--- src/hdl/lmf_pkg.sv ---
`timescale 1ns / 1ps
// lmf_pkg: shared widths, types and default parameters of the label majority filter
// no dependencies; imported by lmf_line_store, lmf_vote and the top level
package lmf_pkg;

    localparam int LabelW        = 4;
    localparam int CoordW        = 6;
    localparam int CountW        = 4;
    localparam int ClassMax      = 16;
    localparam int BankW         = 2;
    localparam int DefGridSide   = 16;
    localparam int DefClassCount = 4;

    localparam logic [LabelW-1:0] UnknownRst = 4'd3;

    typedef logic [LabelW-1:0] t_label;
    typedef logic [CoordW-1:0] t_coord;
    typedef logic [CountW-1:0] t_count;

endpackage

--- src/hdl/lmf_line_store.sv ---
`timescale 1ns / 1ps
// lmf_line_store: three-row label store, one write port and one read port
// read data registered; depends on lmf_pkg
module lmf_line_store
    import lmf_pkg::*;
#(
    parameter int GRID_SIDE = DefGridSide
) (
    input  logic                                i_clk,
    input  logic                                i_we,
    input  logic [$clog2(3*GRID_SIDE)-1:0]      i_waddr,
    input  t_label                              i_wdata,
    input  logic                                i_re,
    input  logic [$clog2(3*GRID_SIDE)-1:0]      i_raddr,
    output t_label                              o_rdata
);

    localparam int Depth = 3 * GRID_SIDE;

    t_label mem [Depth];
    t_label r_rdata;

    always_ff @(posedge i_clk) begin
        if (i_we) begin
            mem[i_waddr] <= i_wdata;
        end
    end

    always_ff @(posedge i_clk) begin
        if (i_re) begin
            r_rdata <= mem[i_raddr];
        end
    end

    assign o_rdata = r_rdata;

endmodule

--- src/hdl/lmf_vote.sv ---
`timescale 1ns / 1ps
// lmf_vote: class histogram of a 3x3 window, registered maximum and tie-aware pick
// two register stages (counts, maximum); depends on lmf_pkg
module lmf_vote
    import lmf_pkg::*;
#(
    parameter int CLASS_COUNT = DefClassCount
) (
    input  logic   i_clk,
    input  logic   i_load,
    input  t_label i_win [9],
    input  t_label i_center,
    input  t_label i_unknown,
    output t_label o_label
);

    localparam logic [LabelW:0] ClassLim = (LabelW+1)'(CLASS_COUNT);

    t_count counts [ClassMax];
    t_label start;
    t_count r_counts [ClassMax];
    t_label r_start;
    t_count r_max;
    t_count m8 [8];
    t_count m4 [4];
    t_count m2 [2];
    t_count max_all;

    // per-class count, classes at or above the class count stay zero
    always_comb begin
        for (int cls = 0; cls < ClassMax; cls++) begin
            counts[cls] = '0;
            if (cls < CLASS_COUNT) begin
                for (int j = 0; j < 9; j++) begin
                    counts[cls] = counts[cls] + CountW'(i_win[j] == LabelW'(cls));
                end
            end
        end
        start = ({1'b0, i_center} < ClassLim) ? i_center : i_unknown;
    end

    always_ff @(posedge i_clk) begin
        if (i_load) begin
            r_counts <= counts;
            r_start  <= start;
        end
    end

    // maximum tree over the registered counts
    always_comb begin
        for (int i = 0; i < 8; i++) begin
            m8[i] = (r_counts[2*i] > r_counts[2*i+1]) ? r_counts[2*i] : r_counts[2*i+1];
        end
        for (int i = 0; i < 4; i++) begin
            m4[i] = (m8[2*i] > m8[2*i+1]) ? m8[2*i] : m8[2*i+1];
        end
        for (int i = 0; i < 2; i++) begin
            m2[i] = (m4[2*i] > m4[2*i+1]) ? m4[2*i] : m4[2*i+1];
        end
        max_all = (m2[0] > m2[1]) ? m2[0] : m2[1];
    end

    always_ff @(posedge i_clk) begin
        r_max <= max_all;
    end

    // keep the start class when it reaches the maximum, else lowest class at the maximum
    always_comb begin
        o_label = r_start;
        if (r_counts[r_start] != r_max) begin
            for (int i = ClassMax - 1; i >= 0; i--) begin
                if (r_counts[i] == r_max) begin
                    o_label = LabelW'(i);
                end
            end
        end
    end

endmodule

--- src/hdl/label_majority_filter_3x3_unit.sv ---
`timescale 1ns / 1ps
// label_majority_filter_3x3_unit: 3x3 mode filter over a raster of class labels
// input flow: no new input is taken while a run of results is in progress; the pace of
//   results is set by the single read port of the line store (three reads per result,
//   six in column 0) and the vote stages
// reset: synchronous active low; clears position, sequencer, output valid, unknown class to 3
// depends on lmf_pkg, lmf_line_store, lmf_vote
module label_majority_filter_3x3_unit
    import lmf_pkg::*;
#(
    parameter int GRID_SIDE   = DefGridSide,
    parameter int CLASS_COUNT = DefClassCount
) (
    input  logic   i_clk,
    input  logic   i_rst_n,
    // label input channel
    input  logic   i_in_valid,
    output logic   o_in_stall,
    input  t_label i_label_in,
    // result channel
    output logic   o_out_valid,
    input  logic   i_out_stall,
    output t_label o_label_out,
    output t_coord o_cell_col,
    output t_coord o_cell_row,
    output logic   o_run_last,
    output logic   o_frame_last,
    // configuration write channel (unknown class)
    input  logic   i_cfg_valid,
    output logic   o_cfg_ready,
    input  t_label i_cfg_data
);

    localparam int     AddrW = $clog2(3 * GRID_SIDE);
    localparam int     LeftW = $clog2(GRID_SIDE + 3);
    localparam t_coord Last  = CoordW'(GRID_SIDE - 1);

    typedef enum logic [2:0] {
        S_IDLE,
        S_READ,
        S_TAIL,
        S_COUNT,
        S_MAX,
        S_PICK
    } t_state;

    // bank arithmetic, row r lives in bank r mod 3
    function automatic logic [BankW-1:0] bank_inc(input logic [BankW-1:0] b);
        return (b == 2'd2) ? 2'd0 : b + 2'd1;
    endfunction

    function automatic logic [BankW-1:0] bank_dec(input logic [BankW-1:0] b);
        return (b == 2'd0) ? 2'd2 : b - 2'd1;
    endfunction

    function automatic logic [AddrW-1:0] bank_base(input logic [BankW-1:0] b);
        logic [AddrW-1:0] base;
        unique case (b)
            2'd0:    base = '0;
            2'd1:    base = AddrW'(GRID_SIDE);
            default: base = AddrW'(2 * GRID_SIDE);
        endcase
        return base;
    endfunction

    t_state            r_state;
    t_label            r_unknown;
    // position and bank of the next input cell
    t_coord            r_in_col;
    t_coord            r_in_row;
    logic [BankW-1:0]  r_in_bank;
    // cell being filtered
    t_coord            r_ec;
    t_coord            r_er;
    logic [BankW-1:0]  r_ebank;
    logic [LeftW-1:0]  r_left;
    logic              r_full;
    // read issue counters and their registered copies for capture
    logic [1:0]        r_rrow;
    logic              r_rcol2;
    logic              r_cv;
    logic [1:0]        r_crow;
    logic              r_ccol2;
    // 3x3 window, [column][row]: column 0 left, row 0 above
    t_label            r_win [3][3];
    // result register
    logic              r_ov;
    t_label            r_label;
    t_coord            r_col;
    t_coord            r_row;
    logic              r_rl;
    logic              r_fl;

    logic              in_xfer;
    logic              out_free;
    logic              out_load;
    logic              mem_we;
    logic              mem_re;
    logic [AddrW-1:0]  waddr;
    logic [AddrW-1:0]  raddr;
    t_label            rdata;
    t_coord            col_ahead;
    t_coord            rd_col;
    logic [BankW-1:0]  rd_bank;
    t_label            vote_win [9];
    t_label            vote_label;
    logic              vote_load;
    logic              acc_emit;
    logic [LeftW-1:0]  acc_left;

    assign o_cfg_ready = 1'b1;
    assign o_in_stall  = (r_state != S_IDLE);
    assign in_xfer     = i_in_valid && (r_state == S_IDLE);
    // result register frees at this edge when empty or being taken
    assign out_free    = !r_ov || !i_out_stall;
    // a new result enters the result register at this edge
    assign out_load    = (r_state == S_PICK) && out_free;

    // input write happens at the transfer edge; reads only in S_READ, so never the same cycle
    assign mem_we = in_xfer;
    assign mem_re = (r_state == S_READ);
    assign waddr  = bank_base(r_in_bank) + AddrW'(r_in_col);

    assign col_ahead = (r_ec == Last) ? Last : r_ec + CoordW'(1);

    always_comb begin
        if (r_rcol2) begin
            rd_col = CoordW'(1);
        end else if (r_full) begin
            rd_col = '0;
        end else begin
            rd_col = col_ahead;
        end
        // replicate the top and bottom rows at the border
        unique case (r_rrow)
            2'd0:    rd_bank = (r_er == '0) ? r_ebank : bank_dec(r_ebank);
            2'd2:    rd_bank = (r_er == Last) ? r_ebank : bank_inc(r_ebank);
            default: rd_bank = r_ebank;
        endcase
    end

    assign raddr = bank_base(rd_bank) + AddrW'(rd_col);

    lmf_line_store #(
        .GRID_SIDE (GRID_SIDE)
    ) u_store (
        .i_clk   (i_clk),
        .i_we    (mem_we),
        .i_waddr (waddr),
        .i_wdata (i_label_in),
        .i_re    (mem_re),
        .i_raddr (raddr),
        .o_rdata (rdata)
    );

    always_comb begin
        for (int c = 0; c < 3; c++) begin
            for (int r = 0; r < 3; r++) begin
                vote_win[c*3+r] = r_win[c][r];
            end
        end
    end

    assign vote_load = (r_state == S_COUNT);

    lmf_vote #(
        .CLASS_COUNT (CLASS_COUNT)
    ) u_vote (
        .i_clk     (i_clk),
        .i_load    (vote_load),
        .i_win     (vote_win),
        .i_center  (r_win[1][1]),
        .i_unknown (r_unknown),
        .o_label   (vote_label)
    );

    // an input at row >= 1 and column >= 1 starts a run of results in raster order:
    // the cell up-left, the right edge cell when at the last column, and the whole
    // bottom row after the final input of the frame
    assign acc_emit = (r_in_row != '0) && (r_in_col != '0);
    always_comb begin
        acc_left = LeftW'(1);
        if (r_in_col == Last) begin
            acc_left = acc_left + LeftW'(1);
            if (r_in_row == Last) begin
                acc_left = acc_left + LeftW'(GRID_SIDE);
            end
        end
    end

    always_ff @(posedge i_clk) begin
        if (!i_rst_n) begin
            r_state   <= S_IDLE;
            r_unknown <= UnknownRst;
            r_in_col  <= '0;
            r_in_row  <= '0;
            r_in_bank <= '0;
            r_left    <= '0;
            r_cv      <= 1'b0;
            r_ov      <= 1'b0;
        end else begin
            if (i_cfg_valid) begin
                r_unknown <= i_cfg_data;
            end

            // capture read data in the cycle after it is issued
            r_cv    <= mem_re;
            r_crow  <= r_rrow;
            r_ccol2 <= r_rcol2;
            if (r_cv) begin
                if (!r_ccol2 && r_full) begin
                    // column 0: the left neighbor replicates the center column
                    r_win[0][r_crow] <= rdata;
                    r_win[1][r_crow] <= rdata;
                end else begin
                    r_win[2][r_crow] <= rdata;
                end
            end

            // result valid: set on a new result, else cleared once taken
            if (out_load) begin
                r_ov <= 1'b1;
            end else if (!i_out_stall) begin
                r_ov <= 1'b0;
            end

            unique case (r_state)
                S_IDLE: begin
                    if (in_xfer) begin
                        if (r_in_col == Last) begin
                            r_in_col  <= '0;
                            r_in_row  <= (r_in_row == Last) ? '0 : r_in_row + CoordW'(1);
                            r_in_bank <= (r_in_row == Last) ? '0 : bank_inc(r_in_bank);
                        end else begin
                            r_in_col <= r_in_col + CoordW'(1);
                        end
                        if (acc_emit) begin
                            r_er    <= r_in_row - CoordW'(1);
                            r_ec    <= r_in_col - CoordW'(1);
                            r_ebank <= bank_dec(r_in_bank);
                            r_left  <= acc_left;
                            r_full  <= (r_in_col == CoordW'(1));
                            r_rrow  <= '0;
                            r_rcol2 <= 1'b0;
                            // slide the window: previous result was the cell to the left
                            if (r_in_col != CoordW'(1)) begin
                                r_win[0] <= r_win[1];
                                r_win[1] <= r_win[2];
                            end
                            r_state <= S_READ;
                        end
                    end
                end
                S_READ: begin
                    if (r_rrow == 2'd2) begin
                        r_rrow <= '0;
                        if (r_full && !r_rcol2) begin
                            r_rcol2 <= 1'b1;
                        end else begin
                            r_state <= S_TAIL;
                        end
                    end else begin
                        r_rrow <= r_rrow + 2'd1;
                    end
                end
                S_TAIL: begin
                    r_state <= S_COUNT;
                end
                S_COUNT: begin
                    r_state <= S_MAX;
                end
                S_MAX: begin
                    r_state <= S_PICK;
                end
                S_PICK: begin
                    if (out_free) begin
                        r_label <= vote_label;
                        r_col   <= r_ec;
                        r_row   <= r_er;
                        r_rl    <= (r_left == LeftW'(1));
                        r_fl    <= (r_er == Last) && (r_ec == Last);
                        r_left  <= r_left - LeftW'(1);
                        if (r_left == LeftW'(1)) begin
                            r_state <= S_IDLE;
                        end else begin
                            r_rrow  <= '0;
                            r_rcol2 <= 1'b0;
                            if (r_ec == Last) begin
                                r_ec    <= '0;
                                r_er    <= r_er + CoordW'(1);
                                r_ebank <= bank_inc(r_ebank);
                                r_full  <= 1'b1;
                            end else begin
                                r_ec     <= r_ec + CoordW'(1);
                                r_full   <= 1'b0;
                                r_win[0] <= r_win[1];
                                r_win[1] <= r_win[2];
                            end
                            r_state <= S_READ;
                        end
                    end
                end
                default: begin
                    r_state <= S_IDLE;
                end
            endcase
        end
    end

    assign o_out_valid  = r_ov;
    assign o_label_out  = r_label;
    assign o_cell_col   = r_col;
    assign o_cell_row   = r_row;
    assign o_run_last   = r_rl;
    assign o_frame_last = r_fl;

    // a run in progress always has a result left to emit
    a_left_nonzero: assert property (@(posedge i_clk) disable iff (!i_rst_n)
        (r_state != S_IDLE) |-> (r_left != '0))
        else $error("sequencer busy with no result left");

    // the final cell of the frame closes the run of the last input
    a_frame_run: assert property (@(posedge i_clk) disable iff (!i_rst_n)
        (o_out_valid && o_frame_last) |-> o_run_last)
        else $error("frame end without run end");

    // store write and read never share a cycle
    a_port_excl: assert property (@(posedge i_clk) disable iff (!i_rst_n)
        mem_we |-> !mem_re)
        else $error("line store write and read in the same cycle");

    // input position stays on the grid and its bank is a valid row mod 3
    a_pos_range: assert property (@(posedge i_clk) disable iff (!i_rst_n)
        (r_state == S_IDLE) |-> ((r_in_col <= Last) && (r_in_row <= Last)
                                 && (r_in_bank != 2'd3)))
        else $error("input position out of range");

    // a result is never loaded over one that is still waiting
    a_no_overwrite: assert property (@(posedge i_clk) disable iff (!i_rst_n)
        (r_ov && i_out_stall) |=> (r_ov && $stable(r_label) && $stable(r_col)
                                   && $stable(r_row)))
        else $error("pending result overwritten");

endmodule
--- config.mk ---
export PLATFORM = sky130hd
export DESIGN_NAME = label_majority_filter_3x3_unit
export DESIGN_NICKNAME = d
export VERILOG_FILES = /design/src/hdl/lmf_pkg.sv /design/src/hdl/lmf_line_store.sv /design/src/hdl/lmf_vote.sv /design/src/hdl/label_majority_filter_3x3_unit.sv
export SDC_FILE = /design/constraint.sdc
export NUM_CORES = 1
export LEC_CHECK = 0
export ABC_AREA = 1
export BUFFER_PORTS_ARGS = -buffer_cell sky130_fd_sc_hd__buf_2
export CAP_MARGIN = 20
export CORE_MARGIN = 4
export CORE_UTILIZATION = 53
export DETAILED_ROUTE_END_ITERATION = 10
export GPL_TIMING_DRIVEN = 0
export PLACE_DENSITY = 0.79
export SLEW_MARGIN = 40
export SYNTH_ARGS = -nofsm -noshare
export SYNTH_HDL_FRONTEND = slang
export SYNTH_HIERARCHICAL = 1
export SYNTH_SLANG_ARGS = --single-unit
--- constraint.sdc ---
create_clock -name i_clk -period 4.2 [get_ports i_clk]
set_clock_uncertainty 0.2 [all_clocks]
set_input_delay 0.42 -clock i_clk [delete_from_list [all_inputs] [get_ports i_clk]]
set_output_delay 0.42 -clock i_clk [all_outputs]
set_load 0.01 [all_outputs]
==> run summary <==
In this run, flip-flops and latches consume 54.3% of the power. Number of standard cells after synthesis: 1,583. At the end of routability-driven placement, the weighted congestion stood at 0.9581.

Combinational cells account for 2.0% of the total power. The filler cell count was 2,360. The logs give 0.3079 ns for the final worst-path setup slack and 5.138 mW for the total internal power. The number of violations of the max-capacitance limit is 0.

Derived from the worst setup path, the maximum achievable clock frequency is 256.9 MHz. Setup violations remaining at the end of the flow were counted as 0. The data arrival time of the worst path was 3.96 ns.

The logs give 43.7% for the portion of total power attributed to the clock network and 0 for the initial antenna violation count. The kind of capture point of the worst setup path is a flip-flop. Cells fill 59.99% of the core in the end. The slew at the pin with the worst max-slew slack works out to 0.8602 ns. The count of placed standard cells in the final layout, fillers left out is 2,076. The total buffers and inverters traversed by the critical path came out at 4. The post-detailed-route wirelength per cell is 17.79 um. The first global-routing pass estimated 59,600 um of wire. The min-delay analysis places its worst path in the category input pin to flip-flop.

The post-synthesis cell type count was 50. Timing analysis after detailed placement gives a worst setup slack of 0.3076 ns. Once detailed placement completed, the half-perimeter wirelength came to 25,480 um. Yosys printed 6 warnings.

The die height came out at 181.4 um. For this run, the slowest stage of the critical path takes 0.53 ns. Clock tree synthesis inserted a total of 35 buffers. For the final routed database, the setup TNS stands at 0 ns. Number of buffers inserted by port buffering: 32. The die covers 0.03292 mm^2. The routed wire length came out at 36,930 um. For this run, design rule violations remaining after detail routing come to 0. The tools report the number of diodes added for antenna fixing as 0. Headroom to the max-slew limit came out at 42.13%. The largest net degree at the start of global routing is 49. The signal on the critical path passes through nor2_1 -> inv_1 -> nor3_1 -> fa_1 -> inv_1 -> fa_1 -> inv_1 -> fa_1 -> inv_1 -> fa_1 -> fa_1 -> xnor2_1. For this configuration, the core starts out at a cell density of 53.79%.

The smallest clock period supported by the final layout is computed as 3.892 ns. For this run the aggregate overflow at the end of global routing stands at 0. Number of top-level pins: 34. For the net total in the final layout, the log shows 1,735.

The final antenna-violating net count came out at 0. The critical-path maximum fanout works out to 3. The largest individual stage delay along the critical path comes from the cell fa_1. The final critical path takes up 92.67% of the cycle. Counting every net in the synthesized netlist gives 1,658.

The run finished with clean final reports. The multi-input combinational cells in the finished layout cover a total of 0.005664 mm^2. The area growth from synthesis to layout is 11.53%. In this run, synthesis produced a sequential element count of 323. At the later pin of the worst-skew pair, clock insertion delay measures 0.52 ns.

After floorplanning, the core was divided into 63 placement rows. Once placement completed, the tool counted placed cells totaling 2,007. The area taken by flip-flops and latches is 0.009379 mm^2. The width of the die came out at 181.4 um. The tightest hold path in the finished design has a slack of 0.01890 ns.

Post-detailed-route via-to-cell ratio: 5.693. Detailed routing inserted a total of 11,820 vias. The tools report the total placed instance area as 0.01664 mm^2. The tree built by TritonCTS fans out to 323 sinks. The logs give 0.01778 mm^2 for the final instance area and 0 for the post-cts sizing count. The final number of hold-violating endpoints was 0.

The gate family responsible for the most delay along the worst path is adder cells. The cell repeated most along the worst path is fa_1. In this run the deepest clock path goes through 3 buffers.

The number of detailed-route iterations in the first pass is 6. The clock root buffer master was clkbuf_16. The run gives 58.83% as the sequential area share after synthesis.

The category of the critical setup timing path is flip-flop to flip-flop. In the final layout, the share of cells above drive strength 1 is 10.68%. Clock transition at the registers of the reported paths: 0.06 ns. At the worst endpoint, the required time is 4.27 ns.

Total power for the finished layout comes to 6.468 mW. A synthesized cell averages 10.07 um^2. Setup repair after global routing left no endpoint under its margin.

For this design the total switching power over the nets is 1.330 mW. The number of global-route vias before repair came out at 11,760. STA classifies the critical path startpoint as a flip-flop. The logs give 22.29% for the combined global-route utilization of all metal layers and 2 for the H-tree level count.

In this run the power density over the cells is 363.8 mW/mm^2. For the number of pins with negative max-slew slack in the final report, the log shows 0. Of the total power, the share spent switching nets is 20.57%. TritonCTS built the clock tree. Buffers added to address setup during post-CTS repair amount to 0. For this block, the initial DRC count from the detailed router was 1,033.

The synthesized cell area came out at 0.01594 mm^2. For this design the static power due to leakage is 6.985 nW. Across the VDD grid, the largest voltage drop is 0.3772 mV. The run gives 0.02964 mm^2 as the core area.
[kinds of logic (layout without fill, tap and decap cells)]
kind of cell	after synthesis	after routing	synth area share, %
buf+inv	211	314	5.973
other cells	1	1	0.02352
fa+ha+maj	62	62	5.808
flops	323	323	58.83
compound gates	133	133	4.748
mux	2	2	0.1413
xor+xnor	39	39	2.190
simple gates	812	812	22.28
[sequential cells by signal (all words and copies together), names as in the netlist, 5 cells and up]
| name | flops |
|---|---|
| r_left | 5 |
| r_er | 6 |
| r_in_col | 6 |
| u_vote/r_counts | 16 |
| u_store/mem | 192 |
| o_cell_col | 6 |
| r_in_row | 6 |
| r_win | 36 |
| o_cell_row | 6 |
| r_ec | 6 |
[cell usage after synthesis, drive strengths merged]
cell,count,share of area [%]
nand4,18,0.75
clkbuf,14,0.34
buf,44,2.0
mux2,2,0.14
inv,151,3.6
o41ai,1,0.055
clkinv,2,0.055
o21a,1,0.047
a21boi,1,0.071
nor3b,1,0.047
o21bai,1,0.047
ha,42,3.3
nand2,384,9.5
xnor2,22,1.3
edfxtp,291,55
conb,1,0.024
fa,20,2.5
or2,3,0.12
nor2,166,4.0
o31ai,2,0.094
o21ai,71,2.3
o22ai,1,0.039
xor2,17,0.93
nor4,11,0.43
o2111ai,1,0.055
a21oi,28,0.88
nand3b,2,0.094
o211ai,24,1.1
nor3,27,0.85
dfxtp,32,4.0
a31oi,2,0.078
nand3,200,6.5
[routing by layer]
| layer | vias to the layer above | wire length (um) | track usage [%] |
|---|---|---|---|
| li1 | 5542 | - | - |
| met1 | 5617 | 14860 | 29.25 |
| met2 | 555 | 17690 | 37.98 |
| met3 | 105 | 3104 | 3.766 |
| met4 | 0 | 1275 | 7.415 |
| met5 | - | 0 | 0 |
[power groups by stage]
stage	sequential, mW	clock, mW	combinational (mW)
2_1_floorplan	3.57	0	0.0615
3_3_place_gp	3.58	0	0.118
3_5_place_dp	3.58	0	0.124
4_1_cts	3.51	2.87	0.130
5_1_grt	3.51	3.00	0.147
6_report	3.51	2.83	0.132
[final cells by class]
| class | count | share of cell area [%] |
|---|---|---|
| clock buffer | 47 | 5.355 |
| tap | 390 | 2.745 |
| clock inverter | 16 | 0.5559 |
| timing repair buffer | 40 | 1.379 |
| multi-input combinational | 1049 | 31.86 |
| buffer | 58 | 2.090 |
| sequential | 323 | 52.75 |
| inverter | 153 | 3.265 |
[layout by cell type (no fill, tap or decap), types with 3 or more instances in the layout]
master | synthesis | layout
nor2_1 | 162 | 162
nand2_4 | 4 | 4
dlygate4sd3_1 | 0 | 6
nand2_1 | 363 | 363
nor4_1 | 11 | 4
xor2_1 | 17 | 17
or2_2 | 3 | 3
nand3_1 | 197 | 197
clkbuf_16 | 0 | 36
o211ai_1 | 24 | 24
clkinv_1 | 1 | 5
edfxtp_1 | 291 | 291
inv_2 | 6 | 6
o21ai_0 | 48 | 48
nand4_1 | 17 | 17
buf_6 | 13 | 13
dfxtp_1 | 32 | 32
fa_1 | 20 | 20
clkinv_2 | 1 | 8
xnor2_1 | 21 | 21
nand2_2 | 17 | 17
o21ai_1 | 22 | 22
clkbuf_1 | 13 | 23
buf_1 | 3 | 3
buf_4 | 2 | 8
inv_1 | 143 | 143
a21oi_1 | 28 | 28
nor4_2 | 0 | 7
buf_2 | 25 | 53
ha_1 | 42 | 42
nor3_1 | 27 | 25
[path summary, 6_finish.rpt]
path	cells after the start	slack [ns]	from	end
max	12	0.31	r_win[1][3]$_DFFE_PP_	u_vote/r_counts[54]$_DFFE_PP_
min	3	0.02	i_cfg_valid	r_unknown[3]$_SDFFE_PN0P_
max reg2reg	12	0.31	r_win[1][3]$_DFFE_PP_	u_vote/r_counts[54]$_DFFE_PP_
min reg2reg	0	0.29	r_rrow[1]$_SDFFCE_PN0P_	r_crow[1]$_DFFE_PP_
[worst register-to-register path, stage by stage, from the launching register on]
cell      delay (ns)
edfxtp_1        0.38
nor2_1          0.22
inv_1           0.10
nor3_1          0.29
fa_1            0.22
inv_1           0.06
fa_1            0.52
inv_1           0.05
fa_1            0.53
inv_1           0.05
fa_1            0.46
fa_1            0.42
xnor2_1         0.14
[repair_timing]
action,in CTS,in global routing
hold buffers,6,0
setup endpoints to repair,0,0
hold endpoints to repair,4,0
Note: power is estimated with default switching activity, not from simulation.
